===== src/rtl/core/pmm_pkg.sv =====
// Shared constants, codes and control/status types for the paged memory manager.
package pmm_pkg;

    localparam int OFFSET_BITS_DEF   = 8;
    localparam int ADDRESS_BITS_DEF  = 16;
    localparam int FRAME_COUNT_DEF   = 256;
    localparam int PROCESS_SLOTS_DEF = 16;

    localparam logic [16:0] INIT_BREAK = 17'd256;

    typedef enum logic [1:0] {
        OP_ALLOC = 2'd0,
        OP_FREE  = 2'd1,
        OP_READ  = 2'd2,
        OP_WRITE = 2'd3
    } op_t;

    typedef enum logic [1:0] {
        ST_OK       = 2'd0,
        ST_REFUSED  = 2'd1,
        ST_UNMAPPED = 2'd2
    } status_t;

    typedef struct packed {
        logic clear;
        logic latch;
        logic decode;
        logic xlat;
        logic mem_cap;
        logic scan_chk;
        logic link_end;
        logic free_rd;
        logic free_chk;
    } cmd_t;

    typedef struct packed {
        logic clear_done;
        op_t  op;
        logic pid_ok;
        logic alloc_ok;
        logic map_valid;
        logic scan_last;
        logic free_last;
    } sts_t;

endpackage


===== src/rtl/core/pmm_ctrl.sv =====
// Controller: request sequencing state machine.
module pmm_ctrl
    import pmm_pkg::*;
(
    input  logic clk,
    input  logic rst_n,
    input  logic start,
    input  sts_t sts,
    output cmd_t cmd,
    output logic busy,
    output logic done
);

    typedef enum logic [10:0] {
        S_CLEAR    = 11'b000_0000_0001,
        S_IDLE     = 11'b000_0000_0010,
        S_DECODE   = 11'b000_0000_0100,
        S_XLAT     = 11'b000_0000_1000,
        S_MEM      = 11'b000_0001_0000,
        S_SCAN_RD  = 11'b000_0010_0000,
        S_SCAN_CHK = 11'b000_0100_0000,
        S_LINK     = 11'b000_1000_0000,
        S_FREE_RD  = 11'b001_0000_0000,
        S_FREE_CHK = 11'b010_0000_0000,
        S_RESP     = 11'b100_0000_0000
    } state_t;

    state_t state_reg;
    state_t state_next;

    always_comb
    begin
        state_next = state_reg;
        unique case (state_reg)
            S_CLEAR:    if (sts.clear_done) state_next = S_IDLE;
            S_IDLE:     if (start) state_next = S_DECODE;
            S_DECODE:
            begin
                if (sts.op == OP_ALLOC)
                    state_next = sts.alloc_ok ? S_SCAN_RD : S_RESP;
                else
                    state_next = sts.pid_ok ? S_XLAT : S_RESP;
            end
            S_XLAT:
            begin
                if (!sts.map_valid)
                    state_next = S_RESP;
                else
                begin
                    case (sts.op)
                        OP_FREE: state_next = S_FREE_RD;
                        OP_READ: state_next = S_MEM;
                        default: state_next = S_RESP;
                    endcase
                end
            end
            S_MEM:      state_next = S_RESP;
            S_SCAN_RD:  state_next = S_SCAN_CHK;
            S_SCAN_CHK: state_next = sts.scan_last ? S_LINK : S_SCAN_RD;
            S_LINK:     state_next = S_RESP;
            S_FREE_RD:  state_next = S_FREE_CHK;
            S_FREE_CHK: state_next = sts.free_last ? S_RESP : S_FREE_RD;
            S_RESP:     state_next = S_IDLE;
            default:    state_next = S_IDLE;
        endcase
    end

    always_ff @(posedge clk or negedge rst_n)
    begin
        if (!rst_n)
            state_reg <= S_CLEAR;
        else
            state_reg <= state_next;
    end

    assign cmd.clear    = (state_reg == S_CLEAR);
    assign cmd.latch    = (state_reg == S_IDLE) && start;
    assign cmd.decode   = (state_reg == S_DECODE);
    assign cmd.xlat     = (state_reg == S_XLAT);
    assign cmd.mem_cap  = (state_reg == S_MEM);
    assign cmd.scan_chk = (state_reg == S_SCAN_CHK);
    assign cmd.link_end = (state_reg == S_LINK);
    assign cmd.free_rd  = (state_reg == S_FREE_RD);
    assign cmd.free_chk = (state_reg == S_FREE_CHK);

    assign busy = (state_reg != S_IDLE);
    assign done = (state_reg == S_RESP);

    a_state_onehot: assert property (@(posedge clk) disable iff (!rst_n)
        $onehot(state_reg))
        else $error("controller state not one-hot");

    a_done_single: assert property (@(posedge clk) disable iff (!rst_n)
        done |=> !done)
        else $error("result strobe longer than one cycle");

    a_accept_busy: assert property (@(posedge clk) disable iff (!rst_n)
        (start && !busy) |=> (busy && !done))
        else $error("accepted request did not start processing");

endmodule


===== config.mk =====
export PLATFORM = sky130hd
export DESIGN_NAME = pmm_ctrl
export DESIGN_NICKNAME = d
export VERILOG_FILES = /design/src/rtl/core/pmm_pkg.sv /design/src/rtl/core/pmm_ctrl.sv
export SDC_FILE = /design/constraint.sdc
export NUM_CORES = 1
export LEC_CHECK = 0
export BUFFER_PORTS_ARGS = -buffer_cell sky130_fd_sc_hd__buf_2
export CORE_UTILIZATION = 40
export DETAILED_ROUTE_END_ITERATION = 12
export GPL_ROUTABILITY_DRIVEN = 1
export PLACE_DENSITY = 0.69
export SYNTH_ARGS = -nofsm -noshare
export SYNTH_HDL_FRONTEND = slang
export SYNTH_SLANG_ARGS = --single-unit

===== constraint.sdc =====
create_clock -name clk -period 1.7 [get_ports clk]
set_clock_uncertainty 0.05 [all_clocks]
set_input_delay 0.085 -clock clk [delete_from_list [all_inputs] [get_ports clk]]
set_output_delay 0.085 -clock clk [all_outputs]
set_load 0.02 [all_outputs]

==> results of run 1 <==
-- power breakdown --
part	internal [W]	switching (W)
registers	0.000291	0.0000178
clock network	0.0000873	0.000102
logic	0.000305	0.000345
total	0.000683	0.000465
-- worst max-delay path, stage by stage, from the launching register on --
cell     delay (ps)
dfrtp_1         390
or4_4           590
or2_4           280
nor3_2          130
buf_4           170
-- through the flow --
step	utilization (%)	power, W	setup TNS, ps
after floorplan	-	0.0006467	-498.0
after global placement	55.82	0.0007931	-0.9602
after detailed placement	55.82	0.0007989	-7.008
after CTS	66.03	0.001106	-2853
after global routing	68.37	0.001219	-4176
final	68.37	0.001148	-3067
-- layout make-up --
class	count	area share, %
Clock buffer	3	1.867
Clock inverter	1	0.4149
Inverter	6	1.867
Multi-Input combinational cell	64	43.57
Sequential cell	11	22.93
Tap cell	25	2.593
Timing Repair Buffer	42	26.76
-- kinds of logic after synthesis --
kind of cell               after synthesis
DFF                                     11
adders and majority gates                3
AOI/OAI and AO/OA                        9
buffers and inverters                    9
and+or+nand+nor                         48
xor gates and xnor gates                 4
-- cells in the mapped netlist (2+ instances only) --
cell / instances / area share (%)
and3_1: 3 / 2.4
and3b_1: 3 / 3.4
and4b_1: 2 / 2.6
dfrtp_1: 10 / 32
ha_1: 3 / 4.8
inv_1: 6 / 2.9
nand2_1: 4 / 1.9
nand3_1: 3 / 1.9
nor2_1: 12 / 5.8
nor3_1: 5 / 3.2
nor4b_1: 2 / 2.3
or4_4: 2 / 2.9
xor2_1: 3 / 3.4
-- layer usage --
| metal | global-route usage, % | vias up | part of all wire [%] |
|---|---|---|---|
| li1 | - | 390 | - |
| met4 | 10.00 | 0 | 1.8 |
| met3 | 3.175 | 5 | 2.9 |
| met1 | 25.62 | 371 | 42 |
| met2 | 43.10 | 24 | 53 |
| met5 | 0 | - | 0 |
-- final timing paths --
check                                               start                   endpoint  slack (ps)  cells after the start
worst max-delay path             state_reg[1]$_DFFE_PN0P_                     cmd[2]        -270                      4
worst min-delay path                               sts[0]  state_reg[10]$_DFFE_PN0P_          30                      2
worst max register to register   state_reg[1]$_DFFE_PN0P_  state_reg[10]$_DFFE_PN0P_        -170                      5
worst min register to register  state_reg[10]$_DFFE_PN0P_   state_reg[9]$_DFFE_PN0P_         640                      2
max in group asynchronous                           rst_n   state_reg[0]$_DFFE_PN1P_        1180                      2
min in group asynchronous                           rst_n   state_reg[6]$_DFFE_PN0P_         150                      2
-- repair_timing --
action,in CTS,in global routing
endpoints found under the hold margin,14,0
resized for setup,20,9
setup endpoints to repair,13,17
hold buffers,4,0
buffers inserted,5,3
gates cloned,0,0
pin swaps,7,7
==> results.tsv, run 1 <==
metric	value	unit
drc	0	
synth_compound_area_share	9.208	%
max_slew_margin	79.42	%
cts_max_level	1	
core	0.001764	mm^2
grt_max_degree	12	
cts-root-buf	clkbuf_4	
synth-simple-area-share	40.23	%
io_buffers	21	
synth-adder-area-share	4.847	%
final_cell_mix	buf_4 (17), buf_2 (13), dfrtp_1 (10)	
clk_pin_slew_worst_paths	80	ps
synthArstFlopShare	100.0	%
nets	142	
synthMuxAreaShare	0	%
setup_viol	17	
synth_top_family_by_area	simple AND/OR/NAND/NOR gates	
ys_seq_area_share	35.70	%
fmax	507.3	MHz
placed_area	984.7	um^2
antenna_left	0	
hold_path.class	in -> reg	
die_w	46	um
seq_area	276.5	um^2
drive_above_1_share	49.61	%
first_global_vias	743	
final_area	0.001206	mm^2
largest_reg_flops	11	
synth_nets	98	
overflow	0	
violations	negative setup slack	
worstMarginPinSlew	307.7	ps
yosys.area_share.xor_xnor	4.523	%
cts_sinks	11	
hold_ws	26.43	ps
setup_slack	-271.3	ps
final-hold-violation-count	0	
synth.cell_area	774.5	um^2
clockBufferDepth	2	
firstDrtPassIters	6	
pre_cts_slack	-7.008	ps
dp_hpwl	1429	um
rsz0062_at_grt	yes	
via_per_inst	5.197	
synth-edff-count	0	
worstPathMaxFanout	5	
routedWlPerCell	13.98	um
cts_tree	built	
status	complete, but fails checks	
criticalPathCategory	reg -> out	
cp-end-kind	output port	
drt_wl_total	2125	um
start_util	43.90	%
antennaDiodeCount	0	
mostFrequentLayoutCell	buf_4	
cp_data_arrival_time	1840	ps
multi_input_area	525.5	um^2
ys_dominant_reg_cell	dfrtp_1	
dp_cells	138	
required	1560	ps
final_max_slew_viol_count	0	
grt_pass1_wl	3318	um
drt_iter0_drc	18	
leakage	0.6273	nW
yosys_register_bits	11	
cap_violations	0	
clk_latency	280	ps
vias	790	
cts_made_buffers	3	
die-height	46	um
power_density	952.1	mW/mm^2
io_pins	22	
start_kind	flop	
min_period	1971	ps
antenna_found_initial	0	
period_share	116.0	%
placementRows	15	
gp_congestion	0.8042	
finalNonFillerCells	152	
synth.avg_cell_area	9.220	um^2
synthCells	84	
die_area	0.002116	mm^2
syn_to_final_growth	55.74	%
synth_warnings	0	
yosys.cell_types.count	39	
fillCellCount	145	
track_usage	23.15	%
ir_worst_vdd	0.5161	mV
Power figures use the tool's default switching activity.
==> run 2: changes to the inputs <==
- ABC_CLOCK_PERIOD_IN_PS: unset -> 1700
- CTS_BUF_LIST: unset -> sky130_fd_sc_hd__clkbuf_8
==> run 2 against run 1 <==
The flow still finishes with violations (negative setup slack). Combinational power up 16%. First-iteration DRC count grew 39%. Sequential share of layout area shrank 0.58 points. Register-to-register slack worse by 40 ps. Fmax rose by 1.2%. Largest cell class unchanged. Highest routed layer unchanged.
==> results.tsv, run 2 (same netlist as run 1, synthesis figures left out) <==
metric	value	unit	change
overflow	0		unchanged
worstReg2RegStart	state_reg[5]$_DFFE_PN0P_		
via_per_inst	5.280		+1.6%
cap_violations	0		unchanged
cts_made_buffers	3		unchanged
grt_pass1_wl	3249	um	-2.1%
min_from	sts[1]		
routedWlPerCell	14.66	um	+4.9%
final_cell_mix	buf_4 (20), buf_2 (10), dfrtp_1 (10)		
cp-end-kind	output port		
antenna_left	0		unchanged
syn_to_final_growth	59.77	%	
reg2regPathDepth	6		+1
die_area	0.002116	mm^2	unchanged
fmax	513.3	MHz	+1.2%
worstPathMaxFanout	5		unchanged
fillCellCount	136		-6.2%
largest_reg_flops	11		unchanged
period_share	114.6	%	-1.4 points
cp_data_arrival_time	1810	ps	-30 ps
start_kind	flop		
track_usage	22.89	%	-0.27 points
gp_congestion	0.8042		unchanged
drt_iter0_drc	25		+7
die_w	46	um	unchanged
setup_slack	-248.3	ps	+23.04 ps
nets	140		-1.4%
first_global_vias	750		+0.94%
required	1560	ps	about the same
max_slew_margin	73.95	%	-5.5 points
firstDrtPassIters	4		-2
mostFrequentLayoutCell	buf_4		
antenna_found_initial	0		unchanged
rsz0062_at_grt	yes		
antennaDiodeCount	0		unchanged
hold_path.class	in -> reg		
placementRows	15		unchanged
cts_tree	built		
core	0.001764	mm^2	unchanged
utilization	70.14	%	+1.8 points
drt_wl_total	2199	um	+3.5%
drive_above_1_share	52.00	%	+2.4 points
criticalPathCategory	reg -> out		
min_period	1948	ps	-23.04 ps
worstMarginPinSlew	389.3	ps	+81.62 ps
clockBufferDepth	2		unchanged
ir_worst_vdd	0.6166	mV	+19%
cts_max_level	1		unchanged
start_util	43.90	%	unchanged
dp_cells	138		unchanged
drc	0		unchanged
grt_max_degree	12		unchanged
leakage	0.6289	nW	+0.26%
io_pins	22		unchanged
die-height	46	um	unchanged
reg2reg_to	state_reg[8]$_DFFE_PN0P_		
final_max_slew_viol_count	0		unchanged
clk_pin_slew_worst_paths	60	ps	-20 ps
dp_hpwl	1429	um	unchanged
clk_latency	250	ps	-30 ps
violations	negative setup slack		
timing.reg2reg.setup_slack	-210	ps	-40 ps
final-hold-violation-count	0		unchanged
cts-root-buf	clkbuf_8		
power_density	1085	mW/mm^2	+14%
holdPathStages	2		unchanged
cts_sinks	11		unchanged
finalNonFillerCells	150		-1.3%
io_buffers	21		unchanged
status	complete, but fails checks		
vias	792		+0.25%
holdPathEnd	state_reg[7]$_DFFE_PN0P_		
setup_viol	17		unchanged
## run 2: what timing repair did
| item | 4_1_cts | 5_1_grt |
|---|---|---|
| hold buffers | 2 | 0 |
| hold endpoints to repair | 12 | 0 |
| gates resized for setup | 21 | 16 |
| buffers inserted | 5 | 2 |
| pin swaps | 4 | 7 |
| endpoints found under the setup margin | 13 | 18 |
## run 2: worst max path at each step
stage | from | end | slack, ps | cells after the start
floorplan | state_reg[1]$_DFFE_PN0P_ | cmd[2] | -150 | 3
finish | state_reg[1]$_DFFE_PN0P_ | cmd[2] | -250 | 4
global route | state_reg[5]$_DFFE_PN0P_ | cmd[6] | -330 | 5
detailed placement | state_reg[1]$_DFFE_PN0P_ | state_reg[1]$_DFFE_PN0P_ | -7 | 4
global placement | state_reg[0]$_DFFE_PN1P_ | state_reg[1]$_DFFE_PN0P_ | -1 | 4
CTS | state_reg[1]$_DFFE_PN0P_ | cmd[4] | -210 | 4
## run 2: layout make-up
cell class,instances,area (um^2),area share [%]
sequential,11,276.5,22.35
multi-input combinational,64,550.5,44.49
clock inverter,1,5.005,0.4044
tap,25,31.28,2.528
clock buffer,3,41.29,3.337
inverter,6,22.52,1.820
timing repair buffer,40,310.3,25.08
## run 2: through the flow
step           area [um^2]  hold slack, ps  total power, W  setup TNS (ps)  setup slack (ps)
6_report              1237           8.782        0.001342           -2889            -248.3
5_1_grt               1237           12.56        0.001417           -3960            -325.9
4_1_cts               1165           5.041        0.001228           -2185            -210.2
3_5_place_dp         984.7          -76.13       0.0007989          -7.008            -7.008
3_3_place_gp         984.7          -79.81       0.0007931         -0.9602           -0.9602
2_1_floorplan        785.8          -260.6       0.0006467          -498.0            -154.5
## run 2: metal layers
| layer | up-vias | part of all wire, % | global-route usage [%] |
|---|---|---|---|
| met5 | - | 0 | 0 |
| li1 | 386 | - | - |
| met3 | 7 | 3.5 | 3.571 |
| met1 | 367 | 43 | 26.04 |
| met2 | 32 | 51 | 39.44 |
| met4 | 0 | 2.4 | 14.12 |
## run 2: worst max-delay path, cell delays in order, from the launching register on
cell and delay [ps]:
dfrtp_1 380, or4_4 590, or2_4 300, nor3_2 130, buf_4 170
## run 2: power by group
group	total [W]	internal, W	leakage, nW	switching (W)
Sequential	0.000312	0.000292	0.146	0.0000200
Combinational	0.000754	0.000370	0.458	0.000384
Clock	0.000276	0.000162	0.0255	0.000114
Total	0.00134	0.000824	0.629	0.000518
==> run 3: changes to the inputs <==
- CORE_MARGIN: unset -> 3
==> run 3 against run 2 <==
The flow still finishes with violations (negative setup slack). Combinational power fell by 5.3%. Sequential power hardly changed. Core utilization shrank 1.5 points. Power is 4.4% lower. Final cell count did not move. Sequential cell count stayed put. Clock power fell by 7%. Via count up 0.13%. Worst hold slack got worse by 3.6 ps. Fmax shrank 0.24%. Wire length shrank 3.4%.
==> results.tsv, run 3 (same netlist as run 1, synthesis figures left out) <==
metric	value	unit	change
rsz0062_at_grt	yes		
cp-end-kind	output port		
syn_to_final_growth	58.00	%	
nets	140		unchanged
cp_slowest_cell	or4_4		
via_per_inst	5.287		+0.13%
placementRows	15		unchanged
die_area	0.002500	mm^2	+18%
drc	0		unchanged
cts_max_level	1		unchanged
status	complete, but fails checks		
max_stage_delay	590	ps	about the same
io_buffers	21		unchanged
min_period	1953	ps	+4.613 ps
clockBufferDepth	2		unchanged
fmax	512.1	MHz	-0.24%
worstReg2RegStart	state_reg[5]$_DFFE_PN0P_		
clk_pin_slew_worst_paths	50	ps	about the same
worstPathMaxFanout	5		unchanged
start_util	43.44	%	-0.46 points
drive_above_1_share	48.00	%	-4.0 points
criticalPathCategory	reg -> out		
gp_congestion	0.8494		+5.6%
crit_path_cell_trace	or4_4 -> or2_4 -> nor3_4 -> buf_6		
grt_max_degree	12		unchanged
track_usage	18.83	%	-4.1 points
setup_slack	-252.9	ps	-4.613 ps
grt_pass1_wl	3574	um	+10%
min_from	start		
io_pins	22		unchanged
pre_cts_slack	-8.432	ps	-1.424 ps
ir_worst_vdd	0.5909	mV	-4.2%
cts_sinks	11		unchanged
max_slew_margin	76.46	%	+2.5 points
cts_tree	built		
largest_reg_flops	11		unchanged
final_max_slew_viol_count	0		unchanged
utilization	68.63	%	-1.5 points
overflow	0		unchanged
multi_input_area	539.3	um^2	-2.0%
violations	negative setup slack		
core	0.001783	mm^2	+1.1%
fillCellCount	132		-2.9%
setup_viol	18		+1
dp_hpwl	1450	um	+1.4%
placed_area	984.7	um^2	unchanged
cts-root-buf	clkbuf_8		
required	1560	ps	about the same
drt_wl_total	2125	um	-3.4%
start_kind	flop		
timing.reg2reg.setup_slack	-160	ps	+50 ps
antenna_found_initial	0		unchanged
cts_made_buffers	3		unchanged
final_area	0.001224	mm^2	-1.1%
die_w	50	um	+8.7%
hold_path.class	in -> reg		
seq_area	276.5	um^2	unchanged
cap_violations	0		unchanged
power_density	1048	mW/mm^2	-3.4%
worstSetupStartpoint	state_reg[1]$_DFFE_PN0P_		
drt_iter0_drc	3		-88%
vias	793		+0.13%
first_global_vias	780		+4.0%
period_share	114.9	%	+0.27 points
antenna_left	0		unchanged
cp_data_arrival_time	1820	ps	about the same
final-hold-violation-count	0		unchanged
die-height	50	um	+8.7%
mostFrequentLayoutCell	buf_4		
routedWlPerCell	14.17	um	-3.4%
final_cell_mix	buf_4 (17), buf_2 (12), dfrtp_1 (10)		
leakage	0.6367	nW	+1.2%
antennaDiodeCount	0		unchanged
firstDrtPassIters	4		unchanged
worstMarginPinSlew	351.8	ps	-37.50 ps
clk_latency	240	ps	about the same
==> run 3: critical path, delay by kind of cell, from the launching register on <==
family                 cells  cell delay, ps
flip-flops                 1             370
buffers and inverters      1             140
AND/OR/NAND/NOR            3            1070
==> run 3: through the flow <==
stage | power (W) | cells | setup TNS [ps] | hold slack [ps]
floorplan | 0.0006467 | 84 | -498.0 | -260.6
global placement | 0.0007940 | 138 | 0 | -78.66
detailed placement | 0.0008013 | 138 | -15.49 | -76.56
CTS | 0.001206 | 149 | -2177 | 4.540
global route | 0.001372 | 150 | -3927 | 10.08
finish | 0.001283 | 150 | -2590 | 5.213
==> run 3: final timing paths <==
path                                            endpoint  cells after the start
worst max-delay path                              cmd[2]                      4
worst min-delay path            state_reg[1]$_DFFE_PN0P_                      2
worst max register to register  state_reg[5]$_DFFE_PN0P_                      6
worst min register to register  state_reg[9]$_DFFE_PN0P_                      2
max in group asynchronous       state_reg[0]$_DFFE_PN1P_                      2
min in group asynchronous       state_reg[9]$_DFFE_PN0P_                      2
==> run 3: what timing repair did <==
item                                   in CTS  in global routing
setup endpoints to repair                  12                 18
pin swaps                                   7                  3
hold buffers                                2                  0
setup buffers                               5                  2
gates resized for setup                    22                 11
endpoints found under the hold margin      12                  0
==> run 3: final cells by class <==
class | count | share of cell area, %
clock buffers | 3 | 3.374
clock inverters | 1 | 0.3067
inverters | 6 | 1.840
multi-input cells | 64 | 44.07
flip-flops and latches | 11 | 22.60
well taps | 25 | 2.556
repair buffers | 40 | 25.26
==> run 3: routing by layer <==
| metal | track usage, % | vias to the layer above | share of wire (%) |
|---|---|---|---|
| li1 | - | 385 | - |
| met1 | 22.68 | 375 | 42 |
| met2 | 30.65 | 25 | 50 |
| met3 | 4.230 | 8 | 4.0 |
| met4 | 10.14 | 0 | 3.8 |
| met5 | 0 | - | 0 |
==> run 3: power by group <==
part           switching [W]  internal, W
Combinational       0.000369     0.000346
Sequential         0.0000178     0.000292
Clock              0.0000997     0.000159
